### config.mk
export PLATFORM = sky130hd
export DESIGN_NAME = mlpbp_ctrl
export DESIGN_NICKNAME = d
export VERILOG_FILES = /design/src/sv/mlpbp_pkg.sv /design/src/sv/mlpbp_ctrl.sv
export SDC_FILE = /design/constraint.sdc
export NUM_CORES = 1
export LEC_CHECK = 0
export ABC_AREA = 1
export BUFFER_PORTS_ARGS = -buffer_cell sky130_fd_sc_hd__buf_2
export CORE_ASPECT_RATIO = 0.7
export CORE_MARGIN = 1.5
export CORE_UTILIZATION = 53
export CTS_CLUSTER_DIAMETER = 80
export DETAILED_ROUTE_END_ITERATION = 7
export PLACE_DENSITY = 0.75
export SLEW_MARGIN = 0
export SYNTH_ARGS = -nofsm -noshare
export SYNTH_HDL_FRONTEND = slang
export SYNTH_SLANG_ARGS = --single-unit
### constraint.sdc
create_clock -name clk -period 1.6 [get_ports clk]
set_clock_uncertainty 0.05 [all_clocks]
set_input_delay 0.08 -clock clk [delete_from_list [all_inputs] [get_ports clk]]
set_output_delay 0.08 -clock clk [all_outputs]
set_load 0.01 [all_outputs]
### src/sv/mlpbp_pkg.sv
// Shared types, constants and the sigmoid table function for the MLP trainer.
package mlpbp_pkg;

  localparam int HIDDEN_DEF = 4;
  localparam int SIG_ENTRIES_DEF = 256;
  localparam logic [12:0] RATE_RESET = 13'd410;
  localparam longint ONE_Q30 = 64'sd1073741824;
  localparam longint INV_E_Q30 = 64'sd395007542;

  localparam logic [1:0] OPER_LOAD = 2'd0;
  localparam logic [1:0] OPER_TRAIN = 2'd1;

  // datapath commands
  typedef enum logic [4:0] {
    DP_NONE, DP_LOAD, DP_MAC, DP_HIDX, DP_ROM, DP_HSTORE, DP_OIDX, DP_OSTORE,
    DP_P_O, DP_DOUT, DP_ERR, DP_P_H, DP_DH, DP_Q_H, DP_UPD_H, DP_Q_O, DP_UPD_O,
    DP_EMIT
  } dp_op_t;

  typedef struct packed {
    dp_op_t     op;
    logic [3:0] j;
    logic [1:0] i;
  } cmd_t;

  typedef struct packed {
    logic out_free;
  } sts_t;

  // Quotient of two non-negative values by shift and subtract; table build only.
  function automatic longint udiv_q(input longint num, input longint den);
    longint quo, rem;
    quo = 0;
    rem = 0;
    for (int b = 62; b >= 0; b--) begin
      rem = (rem <<< 1) | ((num >>> b) & 1);
      quo = quo <<< 1;
      if (rem >= den) begin
        rem = rem - den;
        quo = quo | 1;
      end
    end
    return quo;
  endfunction

  // Sigmoid of the bucket midpoint, Q1.12, from a floored Taylor series in Q.30.
  function automatic logic [12:0] sig_entry(input int idx, input int entries);
    longint x, a, n, f, term, sum, d, p;
    x = -64'sd32768 + udiv_q((2 * longint'(idx) + 1) * 32768, longint'(entries));
    a = (x < 0) ? -x : x;
    n = a >>> 12;
    f = a & 4095;
    term = ONE_Q30;
    sum = ONE_Q30;
    for (int k = 1; k <= 16; k++) begin
      term = udiv_q(term * f, 4096 * longint'(k));
      sum = ((k & 1) == 1) ? sum - term : sum + term;
    end
    for (longint m = 0; m < n; m++) begin
      sum = (sum * INV_E_Q30) >>> 30;
    end
    d = ONE_Q30 + sum;
    p = udiv_q((64'sd1 <<< 42) + (d >>> 1), d);
    if (x < 0) begin
      p = 4096 - p;
    end
    return p[12:0];
  endfunction

endpackage

### src/sv/mlpbp_ctrl.sv
// Sequencer for load, forward pass and weight update of the MLP trainer.
module mlpbp_ctrl #(
  parameter int HIDDEN = mlpbp_pkg::HIDDEN_DEF
) (
  input  logic             clk,
  input  logic             rst,
  input  logic             in_valid,
  input  logic [1:0]       in_oper,
  output logic             in_ready,
  input  mlpbp_pkg::sts_t  sts,
  output mlpbp_pkg::cmd_t  cmd
);

  typedef enum logic [18:0] {
    S_IDLE   = 19'd1 << 0,
    S_LOAD   = 19'd1 << 1,
    S_HMAC   = 19'd1 << 2,
    S_HIDX   = 19'd1 << 3,
    S_HROM   = 19'd1 << 4,
    S_HSTORE = 19'd1 << 5,
    S_OIDX   = 19'd1 << 6,
    S_OROM   = 19'd1 << 7,
    S_OSTORE = 19'd1 << 8,
    S_D1     = 19'd1 << 9,
    S_D2     = 19'd1 << 10,
    S_E1     = 19'd1 << 11,
    S_E2     = 19'd1 << 12,
    S_E3     = 19'd1 << 13,
    S_E4     = 19'd1 << 14,
    S_UH     = 19'd1 << 15,
    S_Q1     = 19'd1 << 16,
    S_UO     = 19'd1 << 17,
    S_DONE   = 19'd1 << 18
  } state_t;

  localparam logic [3:0] JLAST = 4'(HIDDEN - 1);

  state_t     state, state_next;
  logic [3:0] j, j_next;
  logic [1:0] i, i_next;
  logic       train, train_next;

  assign in_ready = (state == S_IDLE) && !rst;

  always_comb begin
    state_next = state;
    j_next = j;
    i_next = i;
    train_next = train;
    cmd.op = mlpbp_pkg::DP_NONE;
    cmd.j = j;
    cmd.i = i;
    unique case (state)
      S_IDLE: begin
        if (in_valid) begin
          train_next = (in_oper == mlpbp_pkg::OPER_TRAIN);
          j_next = '0;
          i_next = '0;
          state_next = (in_oper == mlpbp_pkg::OPER_LOAD) ? S_LOAD : S_HMAC;
        end
      end
      S_LOAD: begin
        cmd.op = mlpbp_pkg::DP_LOAD;
        state_next = S_DONE;
      end
      S_HMAC: begin
        cmd.op = mlpbp_pkg::DP_MAC;
        if (i == 2'd2) begin
          i_next = '0;
          state_next = S_HIDX;
        end else begin
          i_next = i + 2'd1;
        end
      end
      S_HIDX: begin
        cmd.op = mlpbp_pkg::DP_HIDX;
        state_next = S_HROM;
      end
      S_HROM: begin
        cmd.op = mlpbp_pkg::DP_ROM;
        state_next = S_HSTORE;
      end
      S_HSTORE: begin
        cmd.op = mlpbp_pkg::DP_HSTORE;
        if (j == JLAST) begin
          j_next = '0;
          state_next = S_OIDX;
        end else begin
          j_next = j + 4'd1;
          state_next = S_HMAC;
        end
      end
      S_OIDX: begin
        cmd.op = mlpbp_pkg::DP_OIDX;
        state_next = S_OROM;
      end
      S_OROM: begin
        cmd.op = mlpbp_pkg::DP_ROM;
        state_next = S_OSTORE;
      end
      S_OSTORE: begin
        cmd.op = mlpbp_pkg::DP_OSTORE;
        state_next = train ? S_D1 : S_DONE;
      end
      S_D1: begin
        cmd.op = mlpbp_pkg::DP_P_O;
        state_next = S_D2;
      end
      S_D2: begin
        cmd.op = mlpbp_pkg::DP_DOUT;
        j_next = '0;
        state_next = S_E1;
      end
      S_E1: begin
        cmd.op = mlpbp_pkg::DP_ERR;
        state_next = S_E2;
      end
      S_E2: begin
        cmd.op = mlpbp_pkg::DP_P_H;
        state_next = S_E3;
      end
      S_E3: begin
        cmd.op = mlpbp_pkg::DP_DH;
        state_next = S_E4;
      end
      S_E4: begin
        cmd.op = mlpbp_pkg::DP_Q_H;
        i_next = '0;
        state_next = S_UH;
      end
      S_UH: begin
        cmd.op = mlpbp_pkg::DP_UPD_H;
        if (i == 2'd2) begin
          i_next = '0;
          if (j == JLAST) begin
            j_next = '0;
            state_next = S_Q1;
          end else begin
            j_next = j + 4'd1;
            state_next = S_E1;
          end
        end else begin
          i_next = i + 2'd1;
        end
      end
      S_Q1: begin
        cmd.op = mlpbp_pkg::DP_Q_O;
        state_next = S_UO;
      end
      S_UO: begin
        cmd.op = mlpbp_pkg::DP_UPD_O;
        if (j == JLAST) begin
          state_next = S_DONE;
        end else begin
          j_next = j + 4'd1;
        end
      end
      S_DONE: begin
        if (sts.out_free) begin
          cmd.op = mlpbp_pkg::DP_EMIT;
          state_next = S_IDLE;
        end
      end
      default: begin
        state_next = S_IDLE;
      end
    endcase
  end

  always_ff @(posedge clk) begin
    if (rst) begin
      state <= S_IDLE;
      j <= '0;
      i <= '0;
      train <= 1'b0;
    end else begin
      state <= state_next;
      j <= j_next;
      i <= i_next;
      train <= train_next;
    end
  end

endmodule

==> results of run 1 <==
[kinds of logic after synthesis]
| family | share of synthesized area (%) |
|---|---|
| AO/OA/AOI/OAI | 3.79 |
| adder cells (fa/ha/maj) | 0.643 |
| buffers and inverters | 10.2 |
| XOR/XNOR | 0.450 |
| flip-flops | 26.8 |
| AND/OR/NAND/NOR | 58.2 |
[through the flow]
stage	hold slack [ps]	instance area, µm²
3_5_place_dp	332	2440
2_1_floorplan	109	1950
5_1_grt	68.5	3180
4_1_cts	26.0	2920
6_report	72.7	3180
3_3_place_gp	314	2440
[cell usage after synthesis]
cell type	count
o21a_1	1
o21ai_1	2
nor3_2	1
nand4_1	10
o21ai_0	4
ha_1	1
nor2_2	22
nor2_1	34
nand3_2	5
nand3_4	3
nand3_1	23
o21ai_2	1
nor2_4	5
nand2_4	8
buf_2	1
buf_12	1
nor3_1	11
inv_1	39
a21oi_1	4
a211oi_1	1
nor2_8	2
xor2_1	1
nor3_4	2
inv_2	7
nand2_2	6
nor3b_1	1
nand4_4	1
and2_1	1
nand2_1	58
nand4_2	1
dfxtp_1	26
[state kept, by name, indices dropped and copies added, names as in the netlist]
name   cells
train      1
state     19
i          2
j          4
[timing repair]
item | in CTS | in global routing
cloned | 1 | 0
endpoints found under the setup margin | 29 | 32
pin swaps | 35 | 21
buffers inserted | 14 | 5
resized for setup | 82 | 57
hold buffers | 0 | 0
[power by group through the flow]
stage / clock network, mW / logic [mW] / registers (mW)
floorplan: 0 / 1.02 / 0.862
global placement: 0 / 1.53 / 0.829
detailed placement: 0 / 1.56 / 0.834
CTS: 0.443 / 1.96 / 0.830
global route: 0.462 / 2.69 / 0.856
finish: 0.445 / 2.57 / 0.850
[layer usage]
layer / up-vias / global-route usage [%] / wire [µm]
met5: - / 0 / 0
met4: 0 / 20.5 / 1010
met3: 135 / 10.9 / 1280
met2: 295 / 64.6 / 4120
met1: 1238 / 44.5 / 3260
li1: 1077 / - / -
[cell type report]
cell class	count	area, µm²	area share, %
Clock buffer	4	55.1	1.73
Inverter	46	180	5.67
Multi-Input combinational cell	210	1670	52.4
Sequential cell	26	542	17.0
Tap cell	50	62.6	1.97
Timing Repair Buffer	85	673	21.2
[path summary, 6_finish.rpt]
path / endpoint / slack, ps
max reg2reg: state[16] / -450
min reg2reg: state[2] / 490
min: train / 70
max: cmd[9] / -450
==> PnR_summary.wiki, run 1 <==
{| class="wikitable"
! Metric !! Value
|-
| Pin count of the biggest net entering global routing || 15
|-
| Count of cell instances traversed by the critical path || 9
|-
| Overall power after layout || 3.87 mW
|-
| Post-route non-filler standard cell count || 421
|-
| Count of distinct cell types in the synthesized netlist || 31
|-
| Post-route DRC violation count || 0
|-
| Total wire length || 9.67 mm
|-
| Final antenna-violating net count || 0
|-
| LEAKAGE || 1.47 nW
|-
| Depth of the worst hold-timing path || 2
|-
| Worst reg2reg path startpoint || state[8]
|-
| Buffer cell driving the clock tree root || clkbuf_8
|-
| Syn avg cell area || 6.87 µm²
|-
| Vias in the first global route || 2414
|-
| Global-route wire length before repair || 11.4 mm
|-
| Beginning of the worst hold path || rst
|-
| Combined buffer and inverter count along the critical path || 3
|-
| Net Switching || 1.92 mW
|-
| Number of placement rows || 18
|-
| Die X-Extent || 75.4 µm
|-
| Outcome || complete, but fails checks
|-
| Layout area overhead || 63.4%
|-
| Die Height || 53.7 µm
|-
| Logic pwr share || 66.5%
|-
| Type of the most critical hold path || input pin to flip-flop
|-
| Register area share after synthesis || 26.8%
|-
| All-layer global routing usage || 38.3%
|-
| Num CTS Buffers || 3
|-
| Clock sink total || 26
|-
| Starting density of the core || 55.4%
|-
| Slew margin rel. || 66.8%
|-
| Sw frac || 49.7%
|-
| Power density over cell area || 1220 nW/µm²
|-
| Cell-internal power || 1.94 mW
|-
| Critical Path Max Stage Delay || 370 ps
|-
| Post-detailed-route wirelength per cell || 23.0 µm
|-
| Post-layout net count || 379
|-
| Largest delay contributor family on the critical path || simple AND/OR/NAND/NOR gates
|-
| Leading cell type in the layout, fill and taps excluded || buf_4
|-
| Port Buf Inserts || 17
|-
| Critical path, cell by cell || nor2_4 -> buf_4 -> inv_1 -> nor3_1 -> nand3_1 -> nand2_2 -> nor2_4 -> nand4_1 -> buf_2
|-
| Largest area contributor in the synthesized netlist || dfxtp_1
|-
| Launch point of the critical path || state[8]
|-
| Vias after detailed routing || 2745
|-
| Number of primary I/O pins || 18
|-
| Synthesized netlist net count || 290
|-
| Type of destination of the critical path || output port
|-
| Worst setup margin || -455 ps
|-
| Post-Place Setup Slack || -149 ps
|-
| Pins Over Slew Limit || 0
|-
| R2R depth || 11
|-
| Most frequent cells in the layout || 53 x buf_4, 37 x nand2_1, 34 x inv_1, 22 x nand2_2, 21 x nor2_4
|-
| Antenna violations before repair || 0
|-
| Transition time at the pin with the least slew margin || 495 ps
|-
| Total overflow reported by the global router || 0
|-
| Floorplan Core Area || 3510 µm²
|-
| Fraction of layout instances using a drive strength above 1 || 63.3%
|-
| Minimum clock period after layout || 2050 ps
|-
| Portion of total power attributed to sequential cells || 22.0%
|-
| H-Tree Level Count || 1
|-
| Synth warnings || 0
|-
| Type of the worst setup path || flip-flop to output port
|-
| Clock-pin slew on the worst setup and hold paths || 100 ps
|-
| Startpoint type of the worst setup path || flip-flop
|-
| Violated checks || setup timing
|-
| Relative contribution of the clock network to total power || 11.5%
|-
| Critical path arrival || 1920 ps
|-
| TritonCTS clock tree || yes
|-
| Standard cell with the maximum stage delay on the critical path || dfxtp_1
|-
| Number of antenna cells inserted || 0
|-
| Clock insertion delay at the later pin of the skew report || 280 ps
|-
| Final setup violating endpoints || 32
|-
| Most area-consuming cells after synthesis || dfxtp_1 27%, nand2_1 11%, inv_1 7.5%, nor2_2 7.1%, nor2_1 6.6%
|-
| Final Hold Vio Count || 0
|-
| Post-route fraction of the period consumed by the critical path || 128%
|-
| Die footprint || 4050 µm²
|-
| Top fanout value on the critical path || 4
|-
| Max IR drop VDD || 1.29 mV
|-
| # Max-Cap Violations || 0
|-
| Max Buffers Root-to-Sink || 2
|-
| Number of register bits inferred by synthesis || 26
|-
| Fraction of the core area covered by cells at the end of the flow || 90.5%
|-
| Gpl congestion || 0.930
|-
| Data required, critical path || 1470 ps
|-
| Aggregate negative setup slack || -10120 ps
|-
| Total standard cell area after synthesis || 1950 µm²
|-
| Crit path top cell by count || nor2_4
|-
| RSZ-0062 raised after global routing || true
|-
| Upper clock frequency limit || 487 MHz
|-
| Post-synthesis instance total || 283
|-
| Post-DP HPWL || 4.25 mm
|-
| Fill cell count || 139
|-
| Share of the synthesized area in the top cell type || 26.8%
|-
| Number of DRC markers in iteration 0 || 304
|-
| Number of cells after detailed placement || 398
|-
| Via density per instance || 6.52
|-
| Drt first pass iters || 6
|}
No activity file was read; power rests on OpenSTA's default activity.
==> run 2, diff against run 1 <==
- CTS_CLUSTER_SIZE: default -> 30
- MAX_ROUTING_LAYER: default -> met4
==> run 2 against run 1 <==
Compared with the run above: the run ends with DRC, setup timing left; sequential share of layout area is 0.31 points higher; worst hold slack worse by 39 ps; routed wire length shrank 11%; worst setup slack improved by 86 ps; final cell count rose by 0.24%; via count decreased by 7.2%; global-route usage fell by 5.4 points; total power shrank 3.5%; critical path type unchanged.
==> PnR_summary.wiki, run 2 (synthesis results as in run 1) <==
{| class="wikitable"
! Metric !! Value
|-
| Clock insertion delay at the later pin of the skew report || 290 ps
|-
| Beginning of the worst hold path || rst
|-
| TritonCTS clock tree || yes
|-
| Slew margin rel. || 74.7%
|-
| Setup slack, reg-to-reg || -330 ps
|-
| Largest registers || state x19, j x4, i x2
|-
| Final antenna-violating net count || 0
|-
| Top routing layer in use || met4
|-
| Power density over cell area || 1190 nW/µm²
|-
| Sequential Area || 544 µm²
|-
| Post-DP HPWL || 4.25 mm
|-
| Final setup violating endpoints || 32
|-
| Pin count of the biggest net entering global routing || 14
|-
| Outcome || complete, but fails checks
|-
| Number of DRC markers in iteration 0 || 403
|-
| Total wire length || 8.62 mm
|-
| Violated checks || DRC, setup timing
|-
| Worst setup margin || -369 ps
|-
| Clock-pin slew on the worst setup and hold paths || 100 ps
|-
| Routed length on met1 || 3.17 mm
|-
| Fraction of layout instances using a drive strength above 1 || 61.3%
|-
| Vias after detailed routing || 2547
|-
| Startpoint type of the worst setup path || flip-flop
|-
| Max IR drop VDD || 1.31 mV
|-
| Vias in the first global route || 2069
|-
| Number of cells after detailed placement || 397
|-
| Final Hold Vio Count || 0
|-
| Starting density of the core || 55.4%
|-
| Total overflow reported by the global router || 0
|-
| Port Buf Inserts || 17
|-
| Met3 WL || 961 µm
|-
| Worst reg2reg path startpoint || state[14]
|-
| Depth of the worst hold-timing path || 2
|-
| RSZ-0062 raised after global routing || true
|-
| Number of buffers inserted by hold repair at cts || 0
|-
| Routed length on met2 || 3.81 mm
|-
| Type of destination of the critical path || output port
|-
| Critical path arrival || 1840 ps
|-
| Transition time at the pin with the least slew margin || 377 ps
|-
| Die footprint || 4050 µm²
|-
| Register containing the most flip-flops in the final layout || state
|-
| Num CTS Buffers || 3
|-
| Layout area overhead || 61.2%
|-
| Gpl congestion || 0.937
|-
| Leading cell type in the layout, fill and taps excluded || buf_4
|-
| Fraction of the core area covered by cells at the end of the flow || 89.3%
|-
| Terminus of the critical flop-to-flop path || state[16]
|-
| End point of the most critical hold path || train
|-
| Max Buffers Root-to-Sink || 2
|-
| Die X-Extent || 75.4 µm
|-
| Data required, critical path || 1470 ps
|-
| Type of the most critical hold path || input pin to flip-flop
|-
| Clock sink total || 26
|-
| Top fanout value on the critical path || 3
|-
| Buffer cell driving the clock tree root || clkbuf_8
|-
| Fill cell count || 141
|-
| Global-route wire length before repair || 9.57 mm
|-
| H-Tree Level Count || 1
|-
| Floorplan Core Area || 3510 µm²
|-
| Pins Over Slew Limit || 0
|-
| All-layer global routing usage || 33.0%
|-
| Upper clock frequency limit || 508 MHz
|-
| Minimum clock period after layout || 1970 ps
|-
| Post-route DRC violation count || 48
|-
| Most frequent cells in the layout || 58 x buf_4, 41 x nand2_1, 34 x inv_1, 23 x nor2_1, 21 x nor2_4
|-
| Number of antenna cells inserted || 0
|-
| R2R depth || 12
|-
| Drt first pass iters || 8
|-
| Post-detailed-route wirelength per cell || 20.4 µm
|-
| # Max-Cap Violations || 0
|-
| Total area of multi-input combinational cells || 1620 µm²
|-
| Max FFs per register || 19
|-
| Via density per instance || 6.04
|-
| Post-layout net count || 381
|-
| LEAKAGE || 1.49 nW
|-
| Worst hold slack across all endpoints || 33.4 ps
|-
| Antenna violations before repair || 0
|-
| Post-route fraction of the period consumed by the critical path || 123%
|-
| Post-route non-filler standard cell count || 422
|-
| Number of placement rows || 18
|-
| Die Height || 53.7 µm
|-
| Type of the worst setup path || flip-flop to output port
|-
| Number of primary I/O pins || 18
|}
-- run 2: routing by layer --
layer,up-vias,global-route usage (%)
met4,0,7.14
li1,1079,-
met2,232,52.6
met3,92,5.62
met1,1144,44.1
met5,-,-
-- run 2: timing repair --
item	4_1_cts	5_1_grt
pin swaps	22	34
gates resized for setup	59	68
endpoints found under the hold margin	0	0
gates cloned	0	1
setup buffers	11	11
setup endpoints to repair	29	32
-- run 2: cell type report --
class | count | area share, %
Multi-Input combinational cell | 210 | 51.7
Sequential cell | 26 | 17.4
Tap cell | 50 | 1.99
Inverter | 46 | 5.98
Timing Repair Buffer | 87 | 21.7
Clock buffer | 3 | 1.32
-- run 2: worst max path at each step --
stage / startpoint / to / slack, ps / cells after the start
after global placement: state[8] / state[14] / -150 / 10
after detailed placement: state[8] / i[1] / -150 / 10
after floorplan: state[14] / state[0] / 50 / 11
after CTS: state[7] / cmd[9] / -190 / 9
final: state[14] / cmd[8] / -370 / 10
after global routing: state[13] / cmd[8] / -530 / 10
-- run 2: worst max-delay path: stages, from the launching register on --
cell,delay (ps)
dfxtp_2,340
nor2_2,150
nand2_4,110
inv_1,110
nand2_2,100
nor2_2,170
o21ai_0,120
nand2_1,140
nor2_2,60
nand4_1,110
buf_2,150
-- run 2: metrics by stage --
step	total power [mW]	instance area, µm²	TNS, ps	setup WS [ps]
after floorplan	1.88	1950	0	49.0
after global placement	2.36	2440	-2310	-150
after detailed placement	2.40	2440	-2560	-152
after CTS	3.00	2760	-2730	-190
after global routing	3.89	3140	-11970	-526
final	3.73	3140	-8010	-369
-- run 2: power by group --
group	internal (mW)	switching (mW)	total, mW
clock network	0.170	0.226	0.396
registers	0.748	0.0992	0.847
logic	0.968	1.52	2.49
